[src/sv/iwsa_pkg.sv]
// shared types and constants of the inverse warp source address unit
package iwsa_pkg;

    localparam int COORD_BITS_DEF     = 12;
    localparam int COEF_FRAC_BITS_DEF = 20;
    localparam int FIELD_BITS         = 12;
    localparam int COEF_BITS          = 32;
    localparam int SIZE_BITS          = 13;
    localparam int NUM_COEF           = 9;
    localparam int ADDR_BITS          = 6;
    localparam int DATA_BITS          = 64;

    localparam logic [2:0] REG_ROW0_A_B    = 3'd0;
    localparam logic [2:0] REG_ROW0C_ROW1A = 3'd1;
    localparam logic [2:0] REG_ROW1_B_C    = 3'd2;
    localparam logic [2:0] REG_ROW2_A_B    = 3'd3;
    localparam logic [2:0] REG_ROW2_C      = 3'd4;
    localparam logic [2:0] REG_PERSP       = 3'd5;
    localparam logic [2:0] REG_SRC_WIDTH   = 3'd6;
    localparam logic [2:0] REG_SRC_HEIGHT  = 3'd7;

    typedef struct packed {
        logic [FIELD_BITS-1:0] out_x;
        logic [FIELD_BITS-1:0] out_y;
    } t_in;

    typedef struct packed {
        logic [FIELD_BITS-1:0] src_x;
        logic [FIELD_BITS-1:0] src_y;
        logic                  inside_res;
    } t_out;

    // m[0..8] = m00 m01 m02 m10 m11 m12 m20 m21 m22
    typedef struct packed {
        logic [NUM_COEF-1:0][COEF_BITS-1:0] m;
        logic                               persp;
        logic [SIZE_BITS-1:0]               width;
        logic [SIZE_BITS-1:0]               height;
    } t_cfg;

    typedef struct packed {
        logic persp;
        logic bad;
        logic ovf_x;
        logic ovf_y;
        logic neg_x;
        logic neg_y;
    } t_side;

endpackage

[src/sv/iwsa_div_step.sv]
// one restoring division step for both coordinates
module iwsa_div_step #(
    parameter int NW  = 50,
    parameter int QB  = 13,
    parameter int BIT = 0
) (
    input  logic              i_clk,
    input  logic              i_rst_n,
    input  logic              i_en,
    input  logic              i_vld,
    input  iwsa_pkg::t_side   i_side,
    input  logic [NW-1:0]     i_den,
    input  logic [NW-1:0]     i_rem_x,
    input  logic [NW-1:0]     i_rem_y,
    input  logic [QB-1:0]     i_q_x,
    input  logic [QB-1:0]     i_q_y,
    output logic              o_vld,
    output iwsa_pkg::t_side   o_side,
    output logic [NW-1:0]     o_den,
    output logic [NW-1:0]     o_rem_x,
    output logic [NW-1:0]     o_rem_y,
    output logic [QB-1:0]     o_q_x,
    output logic [QB-1:0]     o_q_y
);
    localparam int TW = NW + QB + 1;

    logic [TW-1:0]   dsh, tx, ty;
    logic            gx, gy;
    logic [QB-1:0]   n_q_x, n_q_y;
    logic            r_vld;
    iwsa_pkg::t_side r_side;
    logic [NW-1:0]   r_den, r_rem_x, r_rem_y;
    logic [QB-1:0]   r_q_x, r_q_y;

    assign dsh   = TW'(i_den) << BIT;
    assign tx    = TW'(i_rem_x) - dsh;
    assign ty    = TW'(i_rem_y) - dsh;
    assign gx    = i_side.persp && !tx[TW-1];
    assign gy    = i_side.persp && !ty[TW-1];
    assign n_q_x = gx ? (i_q_x | (QB'(1) << BIT)) : i_q_x;
    assign n_q_y = gy ? (i_q_y | (QB'(1) << BIT)) : i_q_y;

    always_ff @(posedge i_clk) begin
        if (!i_rst_n) begin
            r_vld <= 1'b0;
        end else if (i_en) begin
            r_vld <= i_vld;
        end
    end

    always_ff @(posedge i_clk) begin
        if (i_en) begin
            r_side  <= i_side;
            r_den   <= i_den;
            r_rem_x <= gx ? tx[NW-1:0] : i_rem_x;
            r_rem_y <= gy ? ty[NW-1:0] : i_rem_y;
            r_q_x   <= n_q_x;
            r_q_y   <= n_q_y;
        end
    end

    assign o_vld   = r_vld;
    assign o_side  = r_side;
    assign o_den   = r_den;
    assign o_rem_x = r_rem_x;
    assign o_rem_y = r_rem_y;
    assign o_q_x   = r_q_x;
    assign o_q_y   = r_q_y;

endmodule

[config.mk]
export PLATFORM = sky130hd
export DESIGN_NAME = iwsa_div_step
export DESIGN_NICKNAME = d
export VERILOG_FILES = /design/src/sv/iwsa_pkg.sv /design/src/sv/iwsa_div_step.sv
export SDC_FILE = /design/constraint.sdc
export NUM_CORES = 1
export LEC_CHECK = 0
export ABC_AREA = 1
export BUFFER_PORTS_ARGS = -buffer_cell sky130_fd_sc_hd__buf_2
export CAP_MARGIN = 15
export CORE_MARGIN = 4
export CORE_UTILIZATION = 50
export CTS_CLUSTER_SIZE = 16
export DETAILED_ROUTE_END_ITERATION = 16
export PLACE_DENSITY = 0.78
export SYNTH_ARGS = -nofsm -noshare
export SYNTH_HDL_FRONTEND = slang
export SYNTH_SLANG_ARGS = --single-unit
[constraint.sdc]
create_clock -name i_clk -period 1.9 [get_ports i_clk]
set_input_delay 0.19 -clock i_clk [delete_from_list [all_inputs] [get_ports i_clk]]
set_output_delay 0.19 -clock i_clk [all_outputs]
set_load 0.01 [all_outputs]
==> results.ini <==
[finish]
fill_cells=2205
drive_gt1_share_pct=34.3
area_delta_synth_final_pct=54.6
stdcell_area_um2=24300
final_cells=3684
final_nets=3561
layout.area.seq_um2=5490
multi_input_area_um2=9740
fin_util_pct=78.9

[timing]
fin_crit_sh_pct=105
setup_tns_ns=-1.94
worst_slack_ns=-0.101
finalSetupViolations=40
maxSlewHeadroom_pct=68.7
rsz0062_at_grt=yes
final_max_slew_viol_count=0
fin_crit_ns=2.00
worstMarginPinSlew_ns=0.470
fin_hold_ws_ns=0.00767
fmax_mhz=500
worst_clock_skew_ns=0
hold_viol_final=0

[logic_synthesis]
synth_cell_types=32
yosysSeqAreaShare_pct=34.9
yosysTopAreaCell=edfxtp_1
synth.avg_cell_area_um2=6.55
synth_commonest_cells=1114 x nand2_1, 469 x inv_1, 182 x edfxtp_1
synth_area_um2=15700
synthArstFlopShare_pct=0
synth_warnings=0
ys.flop_type=edfxtp_1
synth_edf_count=182
synth_nets=2688
ys_top_cells_by_area=edfxtp_1 35%, nand2_1 27%, inv_1 11%, ha_1 8.0%, nor2_1 4.0%
synth.top_cell.area_share_pct=34.8
synthMostInstantiatedCell=nand2_1
synth_seq_cells=183
synth_cells=2400

[power]
p_seq_share_pct=33.7
switchingPower_mw=5.49
switching_share_pct=36.6
p_comb_share_pct=42.1
total_power_mw=15.0
irDropWorstVdd_v=0.000719
power_frac_clock_pct=24.1
intPower_mw=9.49
p_leak_nw=13.1
cellPowerDensity_nw_per_um2=616

[placement]
gp_congestion=1.04
dp_slack_ns=-0.610
placed_area_um2=21100
dpl.hpwl_um=53000
dp.cells=3527
port_buffers=368

[floorplan]
core-area_um2=30800
start_util_pct=51.0
rows=64
boundaryPins=369
die_area_um2=34400
die_w_um=185
fp.dieH_um=185

[route]
viasPerCell=5.28
final_antenna_net_count=0
drc=0
first_iter_violations=2008
detailroute.via_count=19500
wl_per_cell_um=19.2
drtPass1Iterations=7
wl_um=70800

[grt]
grt_pass1_wl_um=99100
overflow=0
grt_pass1_vias=18700
grtUsageTotal_pct=37.8
antenna_found_initial=2
grt_start_max_net_pins=51

[critical_path]
crit_start=i_den[35]
r2r-start=o_vld
critPathRequiredTime_ns=2.14
path_class=input pin to flip-flop
endpoint_kind=flip-flop
startpoint_type=input pin
crit_path_max_fanout=12
arrival_ns=2.24

[hold_path]
hp-start=i_rem_y[8]
min_path_type=input pin to flip-flop

[status]
violations=negative setup slack
outcome=finished with violations

[clock_tree]
cts.path.max_buffers=2
cts_tree=yes
cts_max_level=4
cts_sinks=183
insertion_delay_ns=0.48
cts_buffers=17
clock-root-buffer=clkbuf_16
path_clk_slew_ns=0.08

[run]
max_cap_viol_count=0

[power groups by stage]
stage	registers, mW	clock network (mW)	logic, mW
after floorplan	5.34	0	2.46
after global placement	5.11	0	5.16
after detailed placement	5.12	0	5.25
after CTS	5.04	3.59	5.55
after global routing	5.08	3.78	6.76
final	5.05	3.62	6.31
[routing by layer]
| layer | GRT usage, % | vias to the layer above | share of wire (%) |
|---|---|---|---|
| met1 | 47.4 | 8930 | 38 |
| met3 | 6.25 | 279 | 9.2 |
| met2 | 63.3 | 1133 | 47 |
| met5 | 0 | - | 0 |
| met4 | 18.3 | 0 | 5.8 |
| li1 | - | 9110 | - |
[layout by cell type (no fill, tap or decap), types with 24 or more instances in the layout]
| cell type | netlist | layout |
|---|---|---|
| a21oi_1 | 71 | 51 |
| buf_2 | 5 | 356 |
| buf_4 | 5 | 398 |
| dlygate4sd3_1 | 0 | 80 |
| edfxtp_1 | 182 | 182 |
| ha_1 | 100 | 31 |
| ha_4 | 0 | 66 |
| inv_1 | 469 | 422 |
| inv_2 | 0 | 32 |
| nand2_1 | 1114 | 1042 |
| nand2_2 | 6 | 66 |
| nand3_1 | 77 | 70 |
| nand4_1 | 24 | 24 |
| nor2_1 | 167 | 128 |
| nor2_2 | 12 | 34 |
| xor2_1 | 46 | 46 |
[final timing paths]
kind / slack [ns] / to / cells past startpoint
hold / removal: 0.008 / o_rem_y[8] / 3
setup / recovery: -0.10 / o_rem_x[10] / 16
setup reg to reg: 0.48 / o_vld / 3
hold reg to reg: 1.32 / o_vld / 3
[final cells by class]
class                   instances  share of cell area, %
clock inverters                15                  0.592
diodes                          2                 0.0206
clock buffers                  17                   1.75
flip-flops and latches        183                   22.6
well taps                     396                   2.04
repair buffers                874                   25.6
inverters                     469                   7.42
multi-input cells            1728                   40.0
[logic make-up after synthesis]
logic type / Yosys count / synth area share (%)
adders and majority gates: 102 / 8.21
and+or+nand+nor: 1461 / 37.6
xor gates and xnor gates: 50 / 2.78
DFF: 183 / 34.9
buffers and inverters: 489 / 12.3
AOI/OAI and AO/OA: 115 / 4.22
[state kept, by name (all words and copies together), names as in the netlist]
| name | flops |
|---|---|
| o_den | 50 |
| o_q_x | 13 |
| o_q_y | 13 |
| o_rem_x | 50 |
| o_rem_y | 50 |
| o_side | 6 |
| o_vld | 1 |
[critical path, stage by stage]
cell	delay [ns]
buf_2	0.13
inv_2	0.08
ha_4	0.28
buf_6	0.12
nand2_2	0.08
nor2_4	0.14
nand2_2	0.09
nor2_4	0.17
nand2_2	0.09
a21oi_4	0.19
buf_6	0.13
o21ai_4	0.07
buf_12	0.15
clkbuf_16	0.17
nand2_1	0.09
nand2_1	0.06
[timing repair]
item,CTS,global route
endpoints found under the hold margin,79,0
cloned,2,7
gates resized for setup,59,269
setup endpoints to repair,69,102
hold buffers,80,0
pin swaps,14,24
setup buffers,11,24
Power figures use the tool's default switching activity.
