## config.mk

```make
export PLATFORM = sky130hd
export DESIGN_NAME = iwsa_regs
export DESIGN_NICKNAME = d
export VERILOG_FILES = /design/src/sv/iwsa_pkg.sv /design/src/sv/iwsa_regs.sv
export SDC_FILE = /design/constraint.sdc
export NUM_CORES = 1
export LEC_CHECK = 0
export BUFFER_PORTS_ARGS = -buffer_cell sky130_fd_sc_hd__buf_2
export CAP_MARGIN = 30
export CORE_ASPECT_RATIO = 1.4
export CORE_UTILIZATION = 30
export DETAILED_ROUTE_END_ITERATION = 8
export PLACE_DENSITY = 0.55
export SLEW_MARGIN = 30
export SYNTH_ARGS = -nofsm -noshare
export SYNTH_HDL_FRONTEND = slang
export SYNTH_SLANG_ARGS = --single-unit
export TNS_END_PERCENT = 30
```

## constraint.sdc

```tcl
create_clock -name i_clk -period 3.27 [get_ports i_clk]
set_input_delay 0.981 -clock i_clk [delete_from_list [all_inputs] [get_ports i_clk]]
set_output_delay 0.981 -clock i_clk [all_outputs]
set_load 0.1 [all_outputs]
```

## src/sv/iwsa_pkg.sv

```systemverilog
// shared types and constants of the inverse warp source address unit
package iwsa_pkg;

    localparam int COORD_BITS_DEF     = 12;
    localparam int COEF_FRAC_BITS_DEF = 20;
    localparam int FIELD_BITS         = 12;
    localparam int COEF_BITS          = 32;
    localparam int SIZE_BITS          = 13;
    localparam int NUM_COEF           = 9;
    localparam int ADDR_BITS          = 6;
    localparam int DATA_BITS          = 64;

    localparam logic [2:0] REG_ROW0_A_B    = 3'd0;
    localparam logic [2:0] REG_ROW0C_ROW1A = 3'd1;
    localparam logic [2:0] REG_ROW1_B_C    = 3'd2;
    localparam logic [2:0] REG_ROW2_A_B    = 3'd3;
    localparam logic [2:0] REG_ROW2_C      = 3'd4;
    localparam logic [2:0] REG_PERSP       = 3'd5;
    localparam logic [2:0] REG_SRC_WIDTH   = 3'd6;
    localparam logic [2:0] REG_SRC_HEIGHT  = 3'd7;

    typedef struct packed {
        logic [FIELD_BITS-1:0] out_x;
        logic [FIELD_BITS-1:0] out_y;
    } t_in;

    typedef struct packed {
        logic [FIELD_BITS-1:0] src_x;
        logic [FIELD_BITS-1:0] src_y;
        logic                  inside_res;
    } t_out;

    // m[0..8] = m00 m01 m02 m10 m11 m12 m20 m21 m22
    typedef struct packed {
        logic [NUM_COEF-1:0][COEF_BITS-1:0] m;
        logic                               persp;
        logic [SIZE_BITS-1:0]               width;
        logic [SIZE_BITS-1:0]               height;
    } t_cfg;

    typedef struct packed {
        logic persp;
        logic bad;
        logic ovf_x;
        logic ovf_y;
        logic neg_x;
        logic neg_y;
    } t_side;

endpackage

```

## src/sv/iwsa_regs.sv

```systemverilog
// apb configuration registers
module iwsa_regs #(
    parameter int COEF_FRAC_BITS = iwsa_pkg::COEF_FRAC_BITS_DEF
) (
    input  logic                           i_clk,
    input  logic                           i_rst_n,
    input  logic                           psel,
    input  logic                           penable,
    input  logic                           pwrite,
    input  logic [iwsa_pkg::ADDR_BITS-1:0] paddr,
    input  logic [iwsa_pkg::DATA_BITS-1:0] pwdata,
    output logic [iwsa_pkg::DATA_BITS-1:0] prdata,
    output logic                           pready,
    output iwsa_pkg::t_cfg                 o_cfg
);
    localparam logic [31:0] ONE = 32'(64'd1 << COEF_FRAC_BITS);

    logic [2:0]    idx;
    logic          wr;
    iwsa_pkg::t_cfg r_cfg;

    assign idx    = paddr[5:3];
    assign wr     = psel && penable && pwrite;
    assign pready = 1'b1;
    assign o_cfg  = r_cfg;

    always_ff @(posedge i_clk) begin
        if (!i_rst_n) begin
            r_cfg.m      <= {ONE, 32'd0, 32'd0, 32'd0, ONE, 32'd0, 32'd0, 32'd0, ONE};
            r_cfg.persp  <= 1'b1;
            r_cfg.width  <= 13'd4096;
            r_cfg.height <= 13'd4096;
        end else if (wr) begin
            case (idx)
                iwsa_pkg::REG_ROW0_A_B: begin
                    r_cfg.m[0] <= pwdata[31:0];
                    r_cfg.m[1] <= pwdata[63:32];
                end
                iwsa_pkg::REG_ROW0C_ROW1A: begin
                    r_cfg.m[2] <= pwdata[31:0];
                    r_cfg.m[3] <= pwdata[63:32];
                end
                iwsa_pkg::REG_ROW1_B_C: begin
                    r_cfg.m[4] <= pwdata[31:0];
                    r_cfg.m[5] <= pwdata[63:32];
                end
                iwsa_pkg::REG_ROW2_A_B: begin
                    r_cfg.m[6] <= pwdata[31:0];
                    r_cfg.m[7] <= pwdata[63:32];
                end
                iwsa_pkg::REG_ROW2_C:      r_cfg.m[8]   <= pwdata[31:0];
                iwsa_pkg::REG_PERSP:       r_cfg.persp  <= pwdata[0];
                iwsa_pkg::REG_SRC_WIDTH:   r_cfg.width  <= pwdata[12:0];
                iwsa_pkg::REG_SRC_HEIGHT:  r_cfg.height <= pwdata[12:0];
                default: ;
            endcase
        end
    end

    always_comb begin
        case (idx)
            iwsa_pkg::REG_ROW0_A_B:    prdata = {r_cfg.m[1], r_cfg.m[0]};
            iwsa_pkg::REG_ROW0C_ROW1A: prdata = {r_cfg.m[3], r_cfg.m[2]};
            iwsa_pkg::REG_ROW1_B_C:    prdata = {r_cfg.m[5], r_cfg.m[4]};
            iwsa_pkg::REG_ROW2_A_B:    prdata = {r_cfg.m[7], r_cfg.m[6]};
            iwsa_pkg::REG_ROW2_C:      prdata = {32'd0, r_cfg.m[8]};
            iwsa_pkg::REG_PERSP:       prdata = {63'd0, r_cfg.persp};
            iwsa_pkg::REG_SRC_WIDTH:   prdata = {51'd0, r_cfg.width};
            iwsa_pkg::REG_SRC_HEIGHT:  prdata = {51'd0, r_cfg.height};
            default:                   prdata = '0;
        endcase
    end

endmodule

```

==> out/qor.yml, run 1 <==
whs_ns: 0.474
start_kind: "input port"
drc: 0
fmax_mhz: 310
syn_to_final_growth_pct: 39.6
ys_seq_area_share_pct: 48.7
critical_path_required_ns: 2.29
dp.cells: 2340
drt-initial-drc-count: 600
cts_buffers: 31
critPathBufInv: 3
switching_share_pct: 26.6
met2_usage_pct: 36.5
design.core.area_um2: 42300
met3_usage_pct: 3.14
slew_viol_final: 0
drv_cap: 0
synthArstFlopShare_pct: 0
yosysTopAreaCell: "dfxtp_1"
fin_util_pct: 42.7
ys_types: 44
die_w_um: 178
slowest_stage: "a211o_1"
routed_wirelength_mm: 47.3
crit_family: "buffers and inverters"
irDropWorstVdd_mv: 0.398
p_seq_share_pct: 45.9
fin_cells: 2404
outcome: "completed"
cts_root_buf: "clkbuf_16"
switchingPower_mw: 2.25
ys.flop_type: "dfxtp_1"
yosys_warnings: 0
final_antenna_net_count: 0
syn_area_per_cell_um2: 9.07
path_cells: "buf_4, buf_12, nand2b_4, nor2_1, a211o_1, a21oi_4, buf_12"
via_per_inst: 5.13
cts_max_level: 1
end_kind: "primary output"
hpwl_mm: 32.4
rsz0062_at_grt: "no"
syn-num-nets: 1502
combPwrFrac_pct: 12.0
crit_top_cell: "buf_12"
min_period_ns: 3.22
grt_usage_pct: 20.6
hold_violations: 0
ys_ff_latch: 315
setup_viol: 0
fin_skew_ns: 0
dieArea_um2: 44000
rows: 89
vias: 12300
p_clk_share_pct: 42.0
cts_hold_buffers: 0
clk_path_buf_depth: 3
start_util_pct: 30.6
hold_class: "reg2reg"
ios: 455
clock_latency_ns: 0.56
tightest_slew_ns: 0.610
cp_data_arrival_time_ns: 2.24
synth-edff-count: 0
cts_tree: "built"
drive_gt1_share_pct: 37.4
setup_slack_ns: 0.0480
clk_pin_slew_worst_paths_ns: 0.06
place_area_um2: 16700
synth_area_um2: 12900
crit_fanout: 13
layout_common_cells: "385 x buf_2, 315 x dfxtp_1, 310 x nand3_1"
period_share_pct: 98.5
wl_per_cell_um: 19.7
dp_slack_ns: -0.136
yosysTopAreaCellShare_pct: 48.7
busiest_layer: "met2"
tns_ns: 0
slew_headroom_pct: 59.3
nFillCells: 4203
grt_pass1_wl_mm: 70.0
antenna_found_initial: 3
num-nets-final: 1909
grt_pass1_vias: 11500
syn_inst: 1427
overflow: 0
p_leak_nw: 7.73
die_y_um: 248
grt_max_degree: 129
final_area_um2: 18100
clock-sinks: 315
yosys-top-cells-area: "dfxtp_1 49%, nand3_1 12%, o21ai_0 7.6%"
critPathMaxStageDelay_ns: 0.27
met1_usage_pct: 24.4
largest_reg_flops: 315
numPortBuffers: 450
p_total_mw: 8.47
worstSetupPathType: "in2out"
p_per_area_nw_per_um2: 469
firstDrtPassIters: 5
final_common_cell: "buf_2"
gp_congestion: 0.837
intPower_mw: 6.22
[routing by layer]
metal / routed length, µm / vias to the layer above / share of wire, %
li1: - / 5956 / -
met1: 18900 / 5889 / 40
met2: 24200 / 405 / 51
met3: 2450 / 93 / 5.2
met4: 1770 / 0 / 3.7
met5: 0 / - / 0
[power groups by stage]
stage / logic [mW] / clock network, mW / registers (mW)
5_1_grt: 1.07 / 3.81 / 3.89
6_report: 1.02 / 3.56 / 3.89
4_1_cts: 1.01 / 3.64 / 3.89
3_5_place_dp: 0.980 / 0 / 3.97
3_3_place_gp: 0.975 / 0 / 3.97
2_1_floorplan: 0.464 / 0 / 4.17
[kinds of logic after synthesis]
family          after synthesis  synth area share [%]
simple gates                497                  18.7
compound gates              379                  15.7
flops                       315                  48.7
buf+inv                     156                  6.51
mux                          79                  10.3
other cells                   1                0.0290
[layout make-up]
| type | count | area (µm²) | area share, % |
|---|---|---|---|
| multi-input cells | 957 | 6210 | 34.4 |
| inverters | 14 | 53.8 | 0.298 |
| repair buffers | 515 | 3790 | 21.0 |
| clock inverters | 7 | 60.1 | 0.333 |
| clock buffers | 47 | 946 | 5.24 |
| flip-flops and latches | 315 | 6310 | 34.9 |
| well taps | 546 | 683 | 3.78 |
| diodes | 3 | 7.51 | 0.0416 |
[synthesized netlist by cell type, types with 3 or more instances]
| cell type | instances |
|---|---|
| dfxtp_1 | 315 |
| nand3_1 | 310 |
| o21ai_0 | 196 |
| o21ai_1 | 126 |
| nand2_1 | 101 |
| clkbuf_1 | 51 |
| mux4_2 | 43 |
| buf_2 | 42 |
| mux2i_1 | 34 |
| nor2b_1 | 34 |
| nor2_1 | 31 |
| buf_6 | 20 |
| buf_1 | 18 |
| inv_1 | 13 |
| a21oi_1 | 12 |
| a211o_1 | 10 |
| o22a_1 | 9 |
| buf_4 | 8 |
| a211oi_1 | 7 |
| o22ai_1 | 6 |
| a31oi_1 | 4 |
| nor3_1 | 4 |
| nand2b_1 | 3 |
| o21ai_2 | 3 |
[worst min-delay path, cell delays in order (launching register included)]
cell and delay, ns:
dfxtp_1 0.32, nand3_1 0.06, o21ai_1 0.05
[repair_timing]
item,4_1_cts,5_1_grt
resized for setup,44,7
setup buffers,0,0
cloned,3,4
endpoints found under the setup margin,52,18
pin swaps,0,5
[path summary, 6_finish.rpt]
| check | start | to | slack, ns | depth (start not counted) |
|---|---|---|---|---|
| min | o_cfg[112] | o_cfg[112] | 0.47 | 2 |
| min reg2reg | o_cfg[112] | o_cfg[112] | 0.47 | 2 |
| max | paddr[4] | prdata[25] | 0.05 | 7 |
| max reg2reg | o_cfg[136] | o_cfg[136] | 2.58 | 2 |
(Power assumes the default switching activity.)
==> inputs of run 2 (changes only) <==
--- a/config.mk
+++ b/config.mk
@@ -7,10 +7,12 @@
 export LEC_CHECK = 0
 export BUFFER_PORTS_ARGS = -buffer_cell sky130_fd_sc_hd__buf_2
 export CAP_MARGIN = 30
+export CELL_PAD_IN_SITES_DETAIL_PLACEMENT = 2
+export CELL_PAD_IN_SITES_GLOBAL_PLACEMENT = 2
 export CORE_ASPECT_RATIO = 1.4
-export CORE_UTILIZATION = 30
+export CORE_UTILIZATION = 29
 export DETAILED_ROUTE_END_ITERATION = 8
-export PLACE_DENSITY = 0.55
+export PLACE_DENSITY = 0.82
 export SLEW_MARGIN = 30
 export SYNTH_ARGS = -nofsm -noshare
 export SYNTH_HDL_FRONTEND = slang
==> out/qor.yml, run 2 (synthesized netlist as in run 1, its figures left out) <==
hold_depth: 2  # unchanged
cts_buffers: 35  # +13%
final_common_cell: "buf_2"
drc: 0  # unchanged
cts_root_buf: "clkbuf_16"
vias: 13300  # +7.8%
slew_headroom_pct: 57.2  # -2.2 points
die_w_um: 181  # +1.7%
grt_pass1_vias: 14600  # +26%
slew_viol_final: 0  # unchanged
rr_worst_depth: 2  # unchanged
clock-sinks: 315  # unchanged
dieArea_um2: 45500  # +3.4%
via_per_inst: 5.48  # +6.7%
grt_pass1_wl_mm: 89.5  # +28%
gp_congestion: 0.813  # -2.9%
wl_per_cell_um: 24.5  # +25%
setup_viol: 0  # unchanged
num-nets-final: 1923  # +0.73%
fmax_mhz: 308  # -0.62%
grt_usage_pct: 25.5  # +4.9 points
syn_to_final_growth_pct: 40.5
timing.rr.end: "o_cfg[214]"
irDropWorstVdd_mv: 0.310  # -22%
ios: 455  # unchanged
drv_cap: 0  # unchanged
tns_ns: 0  # unchanged
start_kind: "input port"
r2r-start: "o_cfg[214]"
outcome: "completed"
final_antenna_net_count: 0  # unchanged
cp-startpoint: "paddr[3]"
crit_fanout: 5  # -8
worstSetupPathType: "in2out"
period_share_pct: 99.1  # +0.61 points
dp_slack_ns: -0.205  # -0.0699 ns
p_per_area_nw_per_um2: 484  # +3.2%
antenna_found_initial: 5  # +2
rsz0062_at_grt: "no"
crit_end: "prdata[8]"
cp_data_arrival_time_ns: 2.26  # +0.02 ns
fin_skew_ns: 0  # unchanged
design.core.area_um2: 44100  # +4.1%
hold_class: "reg2reg"
die_y_um: 252  # +1.7%
drt-initial-drc-count: 578  # -3.7%
min_period_ns: 3.24  # +0.0201 ns
layout_common_cells: "395 x buf_2, 315 x dfxtp_1, 310 x nand3_1"
tightest_slew_ns: 0.642  # +0.0315 ns
critical_path_required_ns: 2.29  # about the same
setup_slack_ns: 0.0279  # -0.0201 ns
start_util_pct: 29.4  # -1.2 points
clk_pin_slew_worst_paths_ns: 0.06  # about the same
r2r_slack_ns: 2.47  # -0.11 ns
hold_violations: 0  # unchanged
fin_util_pct: 41.3  # -1.4 points
clock_latency_ns: 0.52  # -0.04 ns
cts_tree: "built"
cts_max_level: 2  # +1
overflow: 0  # unchanged
numPortBuffers: 450  # unchanged
end_kind: "primary output"
largest_reg_flops: 315  # unchanged
rows: 91  # +2.2%
drive_gt1_share_pct: 37.6  # +0.28 points
routed_wirelength_mm: 59.6  # +26%
hpwl_mm: 40.8  # +26%
p_leak_nw: 7.79  # +0.80%
clk_path_buf_depth: 3  # unchanged
firstDrtPassIters: 4  # -1
grt_max_degree: 62  # -52%
[run 2: how the worst min path moves through the flow]
| stage | startpoint | endpoint | slack [ns] |
|---|---|---|---|
| after global routing | o_cfg[218] | o_cfg[218] | 0.50 |
| after detailed placement | o_cfg[257] | o_cfg[257] | 0.47 |
| after global placement | o_cfg[77] | o_cfg[77] | 0.46 |
| final | o_cfg[154] | o_cfg[154] | 0.48 |
| after floorplan | o_cfg[251] | o_cfg[251] | 0.90 |
| after CTS | o_cfg[154] | o_cfg[154] | 0.48 |
[run 2: power breakdown]
part	internal (mW)	switching [mW]
registers	3.87	0.0258
clock network	2.24	1.62
logic	0.297	0.744
[run 2: final cells by class]
cell class	instances	area, µm²
diodes	4	10.0
well taps	558	698
clock buffers	52	1060
multi-input cells	956	6200
inverters	14	53.8
repair buffers	526	3810
clock inverters	5	32.5
flip-flops and latches	315	6310
fillers	4799	25900
[run 2: repair_timing]
item	in CTS	in global routing
setup buffers	3	0
gates resized for setup	39	8
hold buffers	0	0
endpoints found under the setup margin	64	30
gates cloned	2	1
pin swaps	2	3
[run 2: critical path, cell delays in order]
cell	delay [ns]
buf_16	0.13
buf_8	0.13
nand2b_4	0.14
nor2_4	0.05
buf_12	0.13
buf_12	0.13
a221oi_4	0.33
nor2_4	0.06
buf_12	0.17
[run 2: per-stage QoR]
step / hold WS (ns) / area [µm²] / cells / power (mW)
after floorplan: 0.903 / 13300 / 1427 / 4.64
after global placement: 0.458 / 16800 / 2363 / 4.95
after detailed placement: 0.470 / 16800 / 2363 / 4.98
after CTS: 0.483 / 18100 / 2425 / 8.88
after global routing: 0.500 / 18200 / 2429 / 9.07
final: 0.480 / 18200 / 2430 / 8.80
[run 2: per-layer routing]
layer,share of wire [%],global-route usage (%)
met1,38,27.3
met2,52,47.3
met3,4.5,4.19
met4,5.6,14.6
met5,0.022,0
==> inputs of run 3 (changes only) <==
--- a/config.mk
+++ b/config.mk
@@ -10,9 +10,11 @@
 export CELL_PAD_IN_SITES_DETAIL_PLACEMENT = 2
 export CELL_PAD_IN_SITES_GLOBAL_PLACEMENT = 2
 export CORE_ASPECT_RATIO = 1.4
-export CORE_UTILIZATION = 29
+export CORE_UTILIZATION = 30
 export DETAILED_ROUTE_END_ITERATION = 8
-export PLACE_DENSITY = 0.82
+export PLACE_DENSITY = 0.85
+export RECOVER_POWER = 50
+export REMOVE_ABC_BUFFERS = 1
 export SLEW_MARGIN = 30
 export SYNTH_ARGS = -nofsm -noshare
 export SYNTH_HDL_FRONTEND = slang
==> constraint.sdc (replaced) <==
create_clock -name i_clk -period 3.95 [get_ports i_clk]
set_input_delay 1.185 -clock i_clk [delete_from_list [all_inputs] [get_ports i_clk]]
set_output_delay 1.185 -clock i_clk [all_outputs]
set_load 0.1 [all_outputs]
==> out/qor.yml, run 3 (synthesized netlist as in run 1, its figures left out) <==
outcome: "complete, but fails checks"
violations: "capacitance limit, slew limit"
firstDrtPassIters: 4  # unchanged
timing.rr.end: "o_cfg[174]"
cts_root_buf: "clkbuf_16"
r2r-start: "o_cfg[174]"
crit_fanout: 16  # +11
p_per_area_nw_per_um2: 425  # -12%
worstHoldStart: "o_cfg[305]"
die_y_um: 248  # -1.7%
drt-initial-drc-count: 694  # +20%
routed_wirelength_mm: 60.1  # +0.73%
hold_class: "reg2reg"
ios: 455  # unchanged
overflow: 0  # unchanged
rows: 89  # -2.2%
setup_viol: 0  # unchanged
r2r_slack_ns: 3.11  # +0.64 ns
num-nets-final: 1906  # -0.88%
grt_pass1_wl_mm: 90.2  # +0.76%
die_w_um: 178  # -1.7%
period_share_pct: 98.9
post-cts-setup-buffer-count: 0  # -3
fin_skew_ns: 0  # unchanged
drive_gt1_share_pct: 22.6  # -15 points
via_per_inst: 5.49  # +0.27%
start_kind: "input port"
grt_usage_pct: 26.8  # +1.3 points
rr_worst_depth: 2  # unchanged
drv_cap: 3  # +3
cp_data_arrival_time_ns: 2.72  # +0.46 ns
cts_hold_buffers: 0  # unchanged
min_period_ns: 3.91
irDropWorstVdd_mv: 0.280  # -9.7%
p_leak_nw: 6.68  # -14%
slew_viol_final: 104  # +104
grt_max_degree: 84  # +35%
tightest_slew_ns: 1.75  # +1.11 ns
numPortBuffers: 450  # unchanged
gp_congestion: 0.812  # -0.16%
cts_resized: 2  # -95%
design.core.area_um2: 42300  # -4.0%
clock-sinks: 315  # unchanged
hpwl_mm: 41.0  # +0.51%
largest_reg_flops: 315  # unchanged
critical_path_required_ns: 2.76  # +0.47 ns
final_antenna_net_count: 0  # unchanged
dp_slack_ns: -0.0785  # +0.127 ns
p_total_mw: 7.27  # -17%
cts_tree: "built"
setup_slack_ns: 0.0447  # +0.0169 ns
slew_headroom_pct: -16.8  # -74 points
clock_latency_ns: 0.52  # about the same
fmax_mhz: 256
vias: 13200  # -0.68%
clk_pin_slew_worst_paths_ns: 0.06  # about the same
worstSetupPathType: "in2out"
cts_buffers: 34  # -2.9%
syn_to_final_growth_pct: 32.3
end_kind: "primary output"
hold_violations: 0  # unchanged
layout_common_cells: "315 x dfxtp_1, 310 x nand3_1, 233 x o21ai_0"
hold_depth: 2  # unchanged
final_common_cell: "dfxtp_1"
wl_per_cell_um: 25.0  # +1.7%
drc: 0  # unchanged
antenna_found_initial: 8  # +3
grt_pass1_vias: 14800  # +1.8%
clk_path_buf_depth: 3  # unchanged
start_util_pct: 30.6  # +1.2 points
dieArea_um2: 44000  # -3.3%
hold_end: "o_cfg[305]"
cts_max_level: 2  # unchanged
rsz0062_at_grt: "no"
## run 3: changes by cell type in the layout (fill, tap and decap cells not counted), moves of 8 or more
cell	delta
clkbuf_1	+199
buf_4	-25
nor2b_2	-26
buf_12	-9
nor2b_1	+32
o21ai_2	-12
a21oi_4	-8
buf_2	-177
o21ai_0	+39
o21ai_1	-27
## run 3: power breakdown
part / switching (mW) / leakage (nW) / internal, mW
Clock: 1.35 / 0.551 / 1.91
Combinational: 0.593 / 3.59 / 0.203
Sequential: 0.0222 / 2.54 / 3.20
Total: 1.96 / 6.68 / 5.31
## run 3: metal layers
| layer | up-vias | GRT usage (%) | wire length [µm] |
|---|---|---|---|
| li1 | 5927 | - | - |
| met4 | 4 | 15.9 | 3450 |
| met1 | 6667 | 28.2 | 21800 |
| met2 | 447 | 49.7 | 32000 |
| met3 | 175 | 4.17 | 2740 |
| met5 | - | 0 | 33 |
## run 3: worst max-delay path by stage
stage	from	to	slack, ns	depth (start not counted)
after floorplan	paddr[3]	prdata[31]	-0.86	3
after global placement	paddr[3]	prdata[33]	-0.04	5
after detailed placement	paddr[3]	prdata[9]	-0.08	8
after CTS	paddr[3]	prdata[14]	0.03	8
after global routing	paddr[3]	prdata[9]	0.00004	8
final	paddr[3]	prdata[33]	0.04	5
## run 3: worst max-delay path, stage by stage
cell and delay, ns:
buf_6 0.27, buf_12 0.24, mux4_2 0.54, nor2b_1 0.15
buf_2 0.30
## run 3: final cells by class
| type | count | area [µm²] |
|---|---|---|
| fillers | 4827 | 25200 |
| flip-flops and latches | 315 | 6310 |
| multi-input cells | 956 | 5780 |
| repair buffers | 510 | 3160 |
| clock buffers | 53 | 1060 |
| well taps | 546 | 683 |
| clock inverters | 7 | 62.6 |
| inverters | 14 | 52.6 |
| diodes | 6 | 15.0 |
## run 3: metrics by stage
stage                     setup TNS, ns  cells  area (µm²)  hold WS, ns  util [%]
after global placement           -0.383   2341       16300        0.457      38.6
after floorplan                  -11.27   1285       12100        0.904         -
after global routing                  0   2407       17100        0.513      40.4
after detailed placement         -0.816   2341       16300        0.469      38.6
after CTS                             0   2401       17400        0.479      41.2
final                                 0   2407       17100        0.482      40.4
